`config.mk`:
```
export PLATFORM = sky130hd
export DESIGN_NAME = octant_line_rasterizer_top
export DESIGN_NICKNAME = d
export VERILOG_FILES = /design/src/sv/olr_pkg.sv /design/src/sv/olr_setup.sv /design/src/sv/octant_line_rasterizer_top.sv
export SDC_FILE = /design/constraint.sdc
export NUM_CORES = 1
export LEC_CHECK = 0
export BUFFER_PORTS_ARGS = -buffer_cell sky130_fd_sc_hd__buf_2
export CAP_MARGIN = 20
export CORE_MARGIN = 10
export CORE_UTILIZATION = 41
export CTS_BUF_LIST = sky130_fd_sc_hd__clkbuf_4 sky130_fd_sc_hd__clkbuf_8
export DETAILED_ROUTE_END_ITERATION = 8
export PLACE_DENSITY = 0.63
export SETUP_SLACK_MARGIN = 0.5
export SYNTH_ARGS = -nofsm -noshare
export SYNTH_HDL_FRONTEND = slang
export SYNTH_SLANG_ARGS = --single-unit
```
`constraint.sdc`:
```
create_clock -name clk -period 9.5 [get_ports clk]
set_input_delay 0.95 -clock clk [delete_from_list [all_inputs] [get_ports clk]]
set_output_delay 0.95 -clock clk [all_outputs]
set_load 0.01 [all_outputs]
```
`src/sv/olr_pkg.sv`:
```
// shared constants for the octant line rasterizer
package olr_pkg;

  // default coordinate width of the endpoint and pixel fields
  localparam int COORD_BITS_DEF = 12;

  // request opcodes
  localparam logic OP_START = 1'b0;
  localparam logic OP_STEP  = 1'b1;

  // octant codes
  localparam logic [2:0] OCT_0 = 3'd0;
  localparam logic [2:0] OCT_1 = 3'd1;
  localparam logic [2:0] OCT_2 = 3'd2;
  localparam logic [2:0] OCT_3 = 3'd3;
  localparam logic [2:0] OCT_4 = 3'd4;
  localparam logic [2:0] OCT_5 = 3'd5;
  localparam logic [2:0] OCT_6 = 3'd6;
  localparam logic [2:0] OCT_7 = 3'd7;

endpackage

```
`src/sv/olr_setup.sv`:
```
// line setup: octant classification, fold into octant 0, decision terms
module olr_setup import olr_pkg::*; #(
  parameter int COORD_BITS = COORD_BITS_DEF
) (
  input  logic signed [COORD_BITS-1:0] start_x,
  input  logic signed [COORD_BITS-1:0] start_y,
  input  logic signed [COORD_BITS-1:0] end_x,
  input  logic signed [COORD_BITS-1:0] end_y,
  output logic        [2:0]            octant,
  output logic signed [COORD_BITS:0]   walk_x,
  output logic signed [COORD_BITS:0]   walk_y,
  output logic signed [COORD_BITS:0]   stop_x,
  output logic signed [COORD_BITS+4:0] decision,
  output logic signed [COORD_BITS+2:0] inc_straight,
  output logic signed [COORD_BITS+2:0] inc_diagonal,
  output logic                         last
);

  localparam int WW = COORD_BITS + 1;
  localparam int DW = COORD_BITS + 5;
  localparam int IW = COORD_BITS + 3;

  logic signed [WW-1:0] sx, sy, ex, ey;
  logic signed [WW-1:0] dx, dy;
  logic        [WW-1:0] adx, ady;
  logic                 dx_nneg, dy_nneg, dx_npos, dy_npos;
  logic signed [WW-1:0] x1, y1, x2, y2;
  logic signed [WW-1:0] dxz, dyz;
  logic signed [DW-1:0] dxz_d, dyz_d;
  logic signed [IW-1:0] dxz_i, dyz_i;

  assign sx = {start_x[COORD_BITS-1], start_x};
  assign sy = {start_y[COORD_BITS-1], start_y};
  assign ex = {end_x[COORD_BITS-1], end_x};
  assign ey = {end_y[COORD_BITS-1], end_y};

  assign dx  = ex - sx;
  assign dy  = ey - sy;
  assign adx = dx[WW-1] ? WW'(-dx) : WW'(dx);
  assign ady = dy[WW-1] ? WW'(-dy) : WW'(dy);

  assign dx_nneg = !dx[WW-1];
  assign dy_nneg = !dy[WW-1];
  assign dx_npos = dx[WW-1] || (dx == '0);
  assign dy_npos = dy[WW-1] || (dy == '0);

  // ties go to the lower octant of each pair
  always_comb begin
    if (dx_nneg && dy_nneg) begin
      octant = (adx >= ady) ? OCT_0 : OCT_1;
    end else if (dx_npos && dy_nneg) begin
      octant = (ady >= adx) ? OCT_2 : OCT_3;
    end else if (dx_npos && dy_npos) begin
      octant = (adx >= ady) ? OCT_4 : OCT_5;
    end else begin
      octant = (ady >= adx) ? OCT_6 : OCT_7;
    end
  end

  // fold both endpoints into octant 0
  always_comb begin
    case (octant)
      OCT_0: begin x1 = sx;  y1 = sy;  x2 = ex;  y2 = ey;  end
      OCT_1: begin x1 = sy;  y1 = sx;  x2 = ey;  y2 = ex;  end
      OCT_2: begin x1 = sy;  y1 = -sx; x2 = ey;  y2 = -ex; end
      OCT_3: begin x1 = -sx; y1 = sy;  x2 = -ex; y2 = ey;  end
      OCT_4: begin x1 = -sx; y1 = -sy; x2 = -ex; y2 = -ey; end
      OCT_5: begin x1 = -sy; y1 = -sx; x2 = -ey; y2 = -ex; end
      OCT_6: begin x1 = -sy; y1 = sx;  x2 = -ey; y2 = ex;  end
      default: begin x1 = sx; y1 = -sy; x2 = ex; y2 = -ey; end
    endcase
  end

  assign dxz = x2 - x1;
  assign dyz = y2 - y1;

  assign dxz_d = {{(DW-WW){dxz[WW-1]}}, dxz};
  assign dyz_d = {{(DW-WW){dyz[WW-1]}}, dyz};
  assign dxz_i = {{(IW-WW){dxz[WW-1]}}, dxz};
  assign dyz_i = {{(IW-WW){dyz[WW-1]}}, dyz};

  assign walk_x       = x1;
  assign walk_y       = y1;
  assign stop_x       = x2;
  assign decision     = (dyz_d <<< 1) - dxz_d;
  assign inc_straight = dyz_i <<< 1;
  assign inc_diagonal = (dyz_i - dxz_i) <<< 1;
  assign last         = (x1 >= x2);

endmodule

```
`src/sv/octant_line_rasterizer_top.sv`:
```
// eight-octant midpoint line rasterizer, top level
//
//   channel   dir  payload                                                  handshake
//   request   in   in_opcode in_start_x in_start_y in_end_x in_end_y        in_valid / in_stall
//   pixel     out  out_pixel_x out_pixel_y out_pixel_valid out_last_pixel  out_valid / out_stall
//
// one pixel per request, one request per clock while the pixel side does not stall
// a request passes through the request register, then setup or step logic into the pixel register
// the line state (octant, walk point, decision) updates in the same cycle the pixel register loads
// rst_n is synchronous, active low, and drops the pipeline and any active line
// out_stall holds the pixel register; in_stall rises once a request waits behind it
module octant_line_rasterizer_top import olr_pkg::*; #(
  parameter int COORD_BITS = COORD_BITS_DEF
) (
  input  logic                         clk,
  input  logic                         rst_n,
  input  logic                         in_valid,
  output logic                         in_stall,
  input  logic                         in_opcode,
  input  logic signed [COORD_BITS-1:0] in_start_x,
  input  logic signed [COORD_BITS-1:0] in_start_y,
  input  logic signed [COORD_BITS-1:0] in_end_x,
  input  logic signed [COORD_BITS-1:0] in_end_y,
  output logic                         out_valid,
  input  logic                         out_stall,
  output logic signed [COORD_BITS-1:0] out_pixel_x,
  output logic signed [COORD_BITS-1:0] out_pixel_y,
  output logic                         out_pixel_valid,
  output logic                         out_last_pixel
);

  // walk point width, decision width, increment width
  localparam int WW = COORD_BITS + 1;
  localparam int DW = COORD_BITS + 5;
  localparam int IW = COORD_BITS + 3;

  // request register
  logic                         req_valid_r, req_valid_nxt;
  logic                         req_opcode_r;
  logic signed [COORD_BITS-1:0] req_start_x_r, req_start_y_r, req_end_x_r, req_end_y_r;

  // line state
  logic        [2:0]    octant_r, octant_nxt;
  logic signed [WW-1:0] walk_x_r, walk_x_nxt;
  logic signed [WW-1:0] walk_y_r, walk_y_nxt;
  logic signed [WW-1:0] stop_x_r, stop_x_nxt;
  logic signed [DW-1:0] decision_r, decision_nxt;
  logic signed [IW-1:0] inc_straight_r, inc_straight_nxt;
  logic signed [IW-1:0] inc_diagonal_r, inc_diagonal_nxt;
  logic                 line_active_r, line_active_nxt;

  // pixel register
  logic                         out_valid_r, out_valid_nxt;
  logic signed [COORD_BITS-1:0] pix_x_r, pix_x_nxt;
  logic signed [COORD_BITS-1:0] pix_y_r, pix_y_nxt;
  logic                         pix_valid_r, pix_valid_nxt;
  logic                         pix_last_r, pix_last_nxt;

  // setup results
  logic        [2:0]    su_octant;
  logic signed [WW-1:0] su_walk_x, su_walk_y, su_stop_x;
  logic signed [DW-1:0] su_decision;
  logic signed [IW-1:0] su_inc_straight, su_inc_diagonal;
  logic                 su_last;

  // step results
  logic                 take_diag;
  logic signed [WW-1:0] st_walk_x, st_walk_y;
  logic signed [DW-1:0] st_decision;
  logic signed [DW-1:0] inc_pick;
  logic                 st_last;

  // emit mapping
  logic signed [WW-1:0] map_x, map_y;

  logic out_free, advance, accept_in;

  // pixel register can take a new value when empty or being drained
  assign out_free  = !out_valid_r || !out_stall;
  assign advance   = req_valid_r && out_free;
  assign in_stall  = req_valid_r && !out_free;
  assign accept_in = in_valid && !in_stall;

  olr_setup #(
    .COORD_BITS (COORD_BITS)
  ) u_setup (
    .start_x      (req_start_x_r),
    .start_y      (req_start_y_r),
    .end_x        (req_end_x_r),
    .end_y        (req_end_y_r),
    .octant       (su_octant),
    .walk_x       (su_walk_x),
    .walk_y       (su_walk_y),
    .stop_x       (su_stop_x),
    .decision     (su_decision),
    .inc_straight (su_inc_straight),
    .inc_diagonal (su_inc_diagonal),
    .last         (su_last)
  );

  // one midpoint step: x always advances, y on a non-negative decision
  assign take_diag   = !decision_r[DW-1];
  assign st_walk_x   = walk_x_r + WW'(1);
  assign st_walk_y   = take_diag ? walk_y_r + WW'(1) : walk_y_r;
  assign inc_pick    = take_diag ? {{(DW-IW){inc_diagonal_r[IW-1]}}, inc_diagonal_r}
                                 : {{(DW-IW){inc_straight_r[IW-1]}}, inc_straight_r};
  assign st_decision = decision_r + inc_pick;
  assign st_last     = (st_walk_x >= stop_x_r);

  // next line state
  always_comb begin
    octant_nxt       = octant_r;
    walk_x_nxt       = walk_x_r;
    walk_y_nxt       = walk_y_r;
    stop_x_nxt       = stop_x_r;
    decision_nxt     = decision_r;
    inc_straight_nxt = inc_straight_r;
    inc_diagonal_nxt = inc_diagonal_r;
    line_active_nxt  = line_active_r;
    if (advance) begin
      if (req_opcode_r == OP_START) begin
        // a start abandons any line in flight
        octant_nxt       = su_octant;
        walk_x_nxt       = su_walk_x;
        walk_y_nxt       = su_walk_y;
        stop_x_nxt       = su_stop_x;
        decision_nxt     = su_decision;
        inc_straight_nxt = su_inc_straight;
        inc_diagonal_nxt = su_inc_diagonal;
        line_active_nxt  = !su_last;
      end else if (line_active_r) begin
        walk_x_nxt      = st_walk_x;
        walk_y_nxt      = st_walk_y;
        decision_nxt    = st_decision;
        line_active_nxt = !st_last;
      end
    end
  end

  // map the new walk point back out of octant 0
  always_comb begin
    case (octant_nxt)
      OCT_0: begin map_x = walk_x_nxt;  map_y = walk_y_nxt;  end
      OCT_1: begin map_x = walk_y_nxt;  map_y = walk_x_nxt;  end
      OCT_2: begin map_x = -walk_y_nxt; map_y = walk_x_nxt;  end
      OCT_3: begin map_x = -walk_x_nxt; map_y = walk_y_nxt;  end
      OCT_4: begin map_x = -walk_x_nxt; map_y = -walk_y_nxt; end
      OCT_5: begin map_x = -walk_y_nxt; map_y = -walk_x_nxt; end
      OCT_6: begin map_x = walk_y_nxt;  map_y = -walk_x_nxt; end
      default: begin map_x = walk_x_nxt; map_y = -walk_y_nxt; end
    endcase
  end

  // next pixel
  always_comb begin
    pix_x_nxt     = pix_x_r;
    pix_y_nxt     = pix_y_r;
    pix_valid_nxt = pix_valid_r;
    pix_last_nxt  = pix_last_r;
    if (advance) begin
      if ((req_opcode_r == OP_START) || line_active_r) begin
        pix_x_nxt     = map_x[COORD_BITS-1:0];
        pix_y_nxt     = map_y[COORD_BITS-1:0];
        pix_valid_nxt = 1'b1;
        pix_last_nxt  = !line_active_nxt;
      end else begin
        // step request with no line: empty pixel
        pix_x_nxt     = '0;
        pix_y_nxt     = '0;
        pix_valid_nxt = 1'b0;
        pix_last_nxt  = 1'b0;
      end
    end
  end

  always_comb begin
    req_valid_nxt = req_valid_r;
    if (accept_in) begin
      req_valid_nxt = 1'b1;
    end else if (advance) begin
      req_valid_nxt = 1'b0;
    end
  end

  always_comb begin
    out_valid_nxt = out_valid_r;
    if (advance) begin
      out_valid_nxt = 1'b1;
    end else if (out_valid_r && !out_stall) begin
      out_valid_nxt = 1'b0;
    end
  end

  // control state
  always_ff @(posedge clk) begin
    if (!rst_n) begin
      req_valid_r   <= 1'b0;
      out_valid_r   <= 1'b0;
      line_active_r <= 1'b0;
    end else begin
      req_valid_r   <= req_valid_nxt;
      out_valid_r   <= out_valid_nxt;
      line_active_r <= line_active_nxt;
    end
  end

  // request payload
  always_ff @(posedge clk) begin
    if (accept_in) begin
      req_opcode_r  <= in_opcode;
      req_start_x_r <= in_start_x;
      req_start_y_r <= in_start_y;
      req_end_x_r   <= in_end_x;
      req_end_y_r   <= in_end_y;
    end
  end

  // line state and pixel payload
  always_ff @(posedge clk) begin
    octant_r       <= octant_nxt;
    walk_x_r       <= walk_x_nxt;
    walk_y_r       <= walk_y_nxt;
    stop_x_r       <= stop_x_nxt;
    decision_r     <= decision_nxt;
    inc_straight_r <= inc_straight_nxt;
    inc_diagonal_r <= inc_diagonal_nxt;
    pix_x_r        <= pix_x_nxt;
    pix_y_r        <= pix_y_nxt;
    pix_valid_r    <= pix_valid_nxt;
    pix_last_r     <= pix_last_nxt;
  end

  assign out_valid       = out_valid_r;
  assign out_pixel_x     = pix_x_r;
  assign out_pixel_y     = pix_y_r;
  assign out_pixel_valid = pix_valid_r;
  assign out_last_pixel  = pix_last_r;

endmodule

```
==> flow_summary.toml, run 1 <==
[worst_setup_path]
rrSetupSlack_ns = 0.90
cp_data_arrival_time_ns = 8.87
reg2regPathDepth = 41
critPathRequiredTime_ns = 9.77
path_class = "reg -> reg"
r2r_end = "decision_r[15]$_DFFE_PP_"
cp-end-kind = "flop"
worst_setup_path_start_kind = "flop"
r2r-start = "req_start_y_r[3]$_DFFE_PP_"
critPathMaxFanout = 9
slowest_delay_ns = 0.55
crit_slowest_cell = "or4_4"

[routing]
drt_pass1_iterations = 8
wl_per_cell_um = 22.7
drtAntennaViolNets = 0
vias_per_cell = 6.06
vias = 15196
drtIter0Drc = 1259
routed_wl_um = 56900
drc = 0

[yosys]
syn_nets = 2016
ys_ff_latch = 162
synth-async-reset-ratio = 0
ys_seq_area_frac = 0.298
synth.avg_cell_area_um2 = 8.36
yosysTopAreaCell = "edfxtp_1"
synth-edff-count = 132
synth_top_area_frac = 0.259
syn_inst = 1831
synthDistinctLibCells = 104
synth_area_leaders = "edfxtp_1, ha_1, a21oi_1"
syn_area_um2 = 15300
synthFlopType = "edfxtp_1"
yosysWarningCount = 0

[placement]
hpwl_um = 45400
routabilityCongestion = 1.04
io_buffers = 80

[die]
die_w_um = 213
die_area_um2 = 45500
initial_core_util = 0.417
fp.dieH_um = 213
core_area_um2 = 36700
rows = 70
io_pins = 81

[outcome]
status = "completed"

[global_route]
grt_max_degree = 51
grt-ovfl-total = 0
globalRouteTotalUtil = 0.246
grt_pass1_wl_um = 85300
antenna_found_initial = 0
first_global_vias = 14369

[sta]
drv_slew = 0
max_freq_mhz = 116
setup-tns-final_ns = 0
skew_ns = 0.0218
max_slew_margin = 0.221
setup_viol = 0
rsz0062_at_grt = "false"
min_period_over_period = 0.906
hold_violations = 0
tightest_slew_ns = 1.16
fin_crit_ns = 8.60

[final_layout]
seqCellArea_um2 = 4560
nets = 2212
layout_commonest_cell = "buf_4"
drive_gt1_frac = 0.190
syn_to_final_growth_pct = 17.5
multiInputGateArea_um2 = 10200
n_fill_cell = 3567
final_cell_mix = "buf_4, nand2_1, a21oi_1"
num_antenna_cells = 0

[clocking]
cts_sinks = 162
cts_tree = "yes"
clk_path_buf_depth = 2
root_buffer = "clkbuf_8"
insertion_delay_ns = 0.52
hold_buffers = 0
clk_pin_slew_worst_paths_ns = 0.11
cts_made_buffers = 17
htreeDepth = 4

[job]
maxCapViolCount = 0

[worst_hold_path]
worstHoldPathCells = 2
hold_start = "req_valid_r$_SDFFE_PN0P_"
hold_path.class = "reg -> reg"
whs_endpoint = "out_valid$_SDFFE_PN0P_"
-- stage by stage --
stage	hold WS, ns	std cells	instance area [µm²]	setup WS [ns]	util
floorplan	0.472	1831	15300	1.04	-
global placement	0.500	2453	17100	0.422	0.466
detailed placement	0.521	2454	17100	0.413	0.466
CTS	0.541	2486	17500	0.506	0.478
global route	0.575	2508	18000	0.407	0.490
finish	0.535	2508	18000	0.895	0.490
-- layer usage --
metal / global-route usage / part of all wire
met5: 0 / 0
met2: 0.397 / 0.46
met3: 0.0450 / 0.069
met4: 0.0997 / 0.039
met1: 0.318 / 0.43
-- how the worst max path moves through the flow --
stage | slack, ns | endpoint | depth (start not counted) | start
final | 0.90 | decision_r[15]$_DFFE_PP_ | 41 | req_start_y_r[3]$_DFFE_PP_
after global routing | 0.41 | decision_r[12]$_DFFE_PP_ | 38 | req_start_y_r[0]$_DFFE_PP_
after CTS | 0.51 | inc_diagonal_r[14]$_DFFE_PP_ | 41 | req_start_y_r[1]$_DFFE_PP_
after detailed placement | 0.41 | decision_r[13]$_DFFE_PP_ | 42 | req_start_y_r[1]$_DFFE_PP_
after global placement | 0.42 | decision_r[13]$_DFFE_PP_ | 39 | req_start_x_r[5]$_DFFE_PP_
after floorplan | 1.04 | decision_r[13]$_DFFE_PP_ | 41 | req_start_y_r[0]$_DFFE_PP_
-- critical path: cells and delay by family, from the launching register on --
family,cells,cell delay [ns]
DFF,1,0.46
AOI/OAI and AO/OA,17,3.39
and+or+nand+nor,15,2.74
adders and majority gates,4,1.29
buffers and inverters,3,0.33
xor gates and xnor gates,2,0.19
-- area by class of cell --
type                    instances  share of cell area
multi-input cells            1462               0.570
clock inverters                12             0.00786
well taps                     468              0.0326
clock buffers                  20              0.0150
flip-flops and latches        162               0.254
inverters                     143              0.0299
repair buffers                241              0.0911
-- cell families after synthesis --
group	share of synthesized area
flops	0.298
fa+ha+maj	0.111
buf+inv	0.0526
simple gates	0.193
xor+xnor	0.0727
mux	0.0169
compound gates	0.255
-- synth_stat cells, types with 15 or more instances --
cell and instances:
xnor2_1 85, nor2b_1 23, a31oi_1 23, nand2b_1 21, clkbuf_1 46, a22oi_1 23
nand2_1 158, nand3_1 55, a211oi_1 26, nor4_1 23, edfxtp_1 132, inv_1 139
a21oi_1 153, nand4_1 21, o21bai_1 15, ha_1 125, and3_1 23, o21ai_0 140
o21a_1 21, nor2_1 142, a21boi_0 17, dfxtp_1 30, nor3_1 46, o31ai_1 15
a21o_1 21, xor2_1 42, or3_1 25
-- what timing repair did --
item / in CTS / in global routing
buffers inserted: 0 / 19
gates resized for setup: 10 / 78
pin swaps: 1 / 20
endpoints found under the setup margin: 7 / 17
gates cloned: 0 / 2
-- registers in the layout (all words and copies together) (netlist names) --
| signal | flops |
|---|---|
| req_end_x_r | 12 |
| out_pixel_y | 12 |
| out_pixel_x | 12 |
| decision_r | 16 |
| out_valid | 1 |
| req_end_y_r | 12 |
| stop_x_r | 13 |
| walk_x_r | 13 |
| out_last_pixel | 1 |
| req_start_y_r | 12 |
| walk_y_r | 12 |
| inc_straight_r | 13 |
| req_valid_r | 1 |
| inc_diagonal_r | 14 |
| req_opcode_r | 1 |
| line_active_r | 1 |
| octant_r | 3 |
| req_start_x_r | 12 |
| out_pixel_valid | 1 |
Power of run 1 is not shown: default switching activity piles up to over one toggle a cycle in this logic, so the estimate is an artifact.
==> run 2: changes to the inputs <==
BUFFER_PORTS_ARGS = -buffer_cell sky130_fd_sc_hd__buf_4   (was -buffer_cell sky130_fd_sc_hd__buf_2)
==> flow_summary.toml, run 2 (synthesized netlist as in run 1, its figures left out) <==
[final_layout]
reg.largest.list = "decision_r: 16 flops, inc_diagonal_r: 14 flops"
drive_gt1_frac = 0.203
n_fill_cell = 3571
syn_to_final_growth_pct = 20.2
multiInputGateArea_um2 = 10200
largest_reg_flops = 16
regMostFlops = "decision_r"
num_antenna_cells = 0
seqCellArea_um2 = 4560
layout_commonest_cell = "buf_4"
final_cell_mix = "buf_4, nand2_1, a21oi_1"
stdcell_area_um2 = 18400
final_cells = 2542
nets = 2246

[clocking]
root_buffer = "clkbuf_8"
cts_made_buffers = 17
htreeDepth = 4
cts_sinks = 162
clk_path_buf_depth = 2
cts_tree = "yes"
clk_pin_slew_worst_paths_ns = 0.10
insertion_delay_ns = 0.52

[sta]
setup_viol = 0
hold_violations = 0
rsz0062_at_grt = "true"
fin_crit_ns = 8.64
worst_slack_ns = 0.860
drv_slew = 0
max_slew_margin = 0.353
min_period_over_period = 0.909
tightest_slew_ns = 0.962
setup-tns-final_ns = 0
skew_ns = 0.0153
max_freq_mhz = 116

[placement]
hpwl_um = 45700
postPlaceCellArea_um2 = 17500
dp_cells = 2474
io_buffers = 80
routabilityCongestion = 1.01
pre_cts_ws_ns = 0.335

[routing]
drc = 0
drt_pass1_iterations = 7
routed_wl_um = 57300
vias = 15278
vias_per_cell = 6.01
wl_per_cell_um = 22.5
drtAntennaViolNets = 0
drtIter0Drc = 1721

[die]
die_area_um2 = 45500
die_w_um = 213
io_pins = 81
fp.dieH_um = 213
core_area_um2 = 36700
rows = 70
initial_core_util = 0.417

[global_route]
grt-ovfl-total = 0
antenna_found_initial = 0
grt_max_degree = 51
globalRouteTotalUtil = 0.251
first_global_vias = 14618
grt_pass1_wl_um = 86900

[worst_setup_path]
cpMostUsedCell = "buf_4"
crit_slowest_cell = "or4b_4"
critPathRequiredTime_ns = 9.76
r2r-start = "req_start_x_r[4]$_DFFE_PP_"
path_class = "reg -> reg"
slowest_delay_ns = 0.55
startpoint = "req_start_x_r[4]$_DFFE_PP_"
worst_setup_path_start_kind = "flop"
cp_data_arrival_time_ns = 8.90
critPathMaxFanout = 6
cp-end-kind = "flop"

[worst_hold_path]
hold_start = "req_valid_r$_SDFFE_PN0P_"
hold_path.class = "reg -> reg"

[outcome]
status = "completed"

[job]
maxCapViolCount = 0
run 2: timing repair:
| action | CTS | global route |
|---|---|---|
| pin swaps | 0 | 20 |
| endpoints found under the setup margin | 5 | 17 |
| hold buffers | 0 | 0 |
| setup buffers | 2 | 31 |
| cloned | 0 | 1 |
| gates resized for setup | 7 | 84 |
run 2: critical path: cells and delay by family (launching register included):
| family | cells | cell delay, ns |
|---|---|---|
| AOI/OAI and AO/OA | 11 | 1.74 |
| xor gates and xnor gates | 3 | 0.54 |
| adders and majority gates | 4 | 1.19 |
| buffers and inverters | 9 | 1.65 |
| DFF | 1 | 0.50 |
| muxes | 1 | 0.08 |
| and+or+nand+nor | 11 | 2.65 |
run 2: path summary, 6_finish.rpt:
path / endpoint / slack, ns / cells after the start
worst max-delay path: decision_r[13]$_DFFE_PP_ / 0.86 / 39
worst min-delay path: out_valid$_SDFFE_PN0P_ / 0.54 / 2
worst max register to register: decision_r[13]$_DFFE_PP_ / 0.86 / 39
worst min register to register: out_valid$_SDFFE_PN0P_ / 0.54 / 2
run 2: layout make-up:
| cell class | count | share of cell area |
|---|---|---|
| Inverter | 143 | 0.0294 |
| Tap cell | 468 | 0.0318 |
| Timing Repair Buffer | 275 | 0.115 |
| Multi-Input combinational cell | 1462 | 0.556 |
| Clock buffer | 22 | 0.0154 |
| Clock inverter | 10 | 0.00401 |
| Sequential cell | 162 | 0.248 |
run 2: stage by stage:
stage	hold slack, ns	util
finish	0.536	0.501
global route	0.574	0.501
CTS	0.548	0.487
detailed placement	0.525	0.476
global placement	0.486	0.476
floorplan	0.472	-
run 2: layer usage:
metal  up-vias  share of wire  track usage
met5         -              0            0
met4         0          0.041        0.112
met3       114          0.077       0.0501
met2       635           0.46        0.397
met1      7233           0.43        0.324
li1       7296              -            -
Power of run 2 is left out for the same reason.
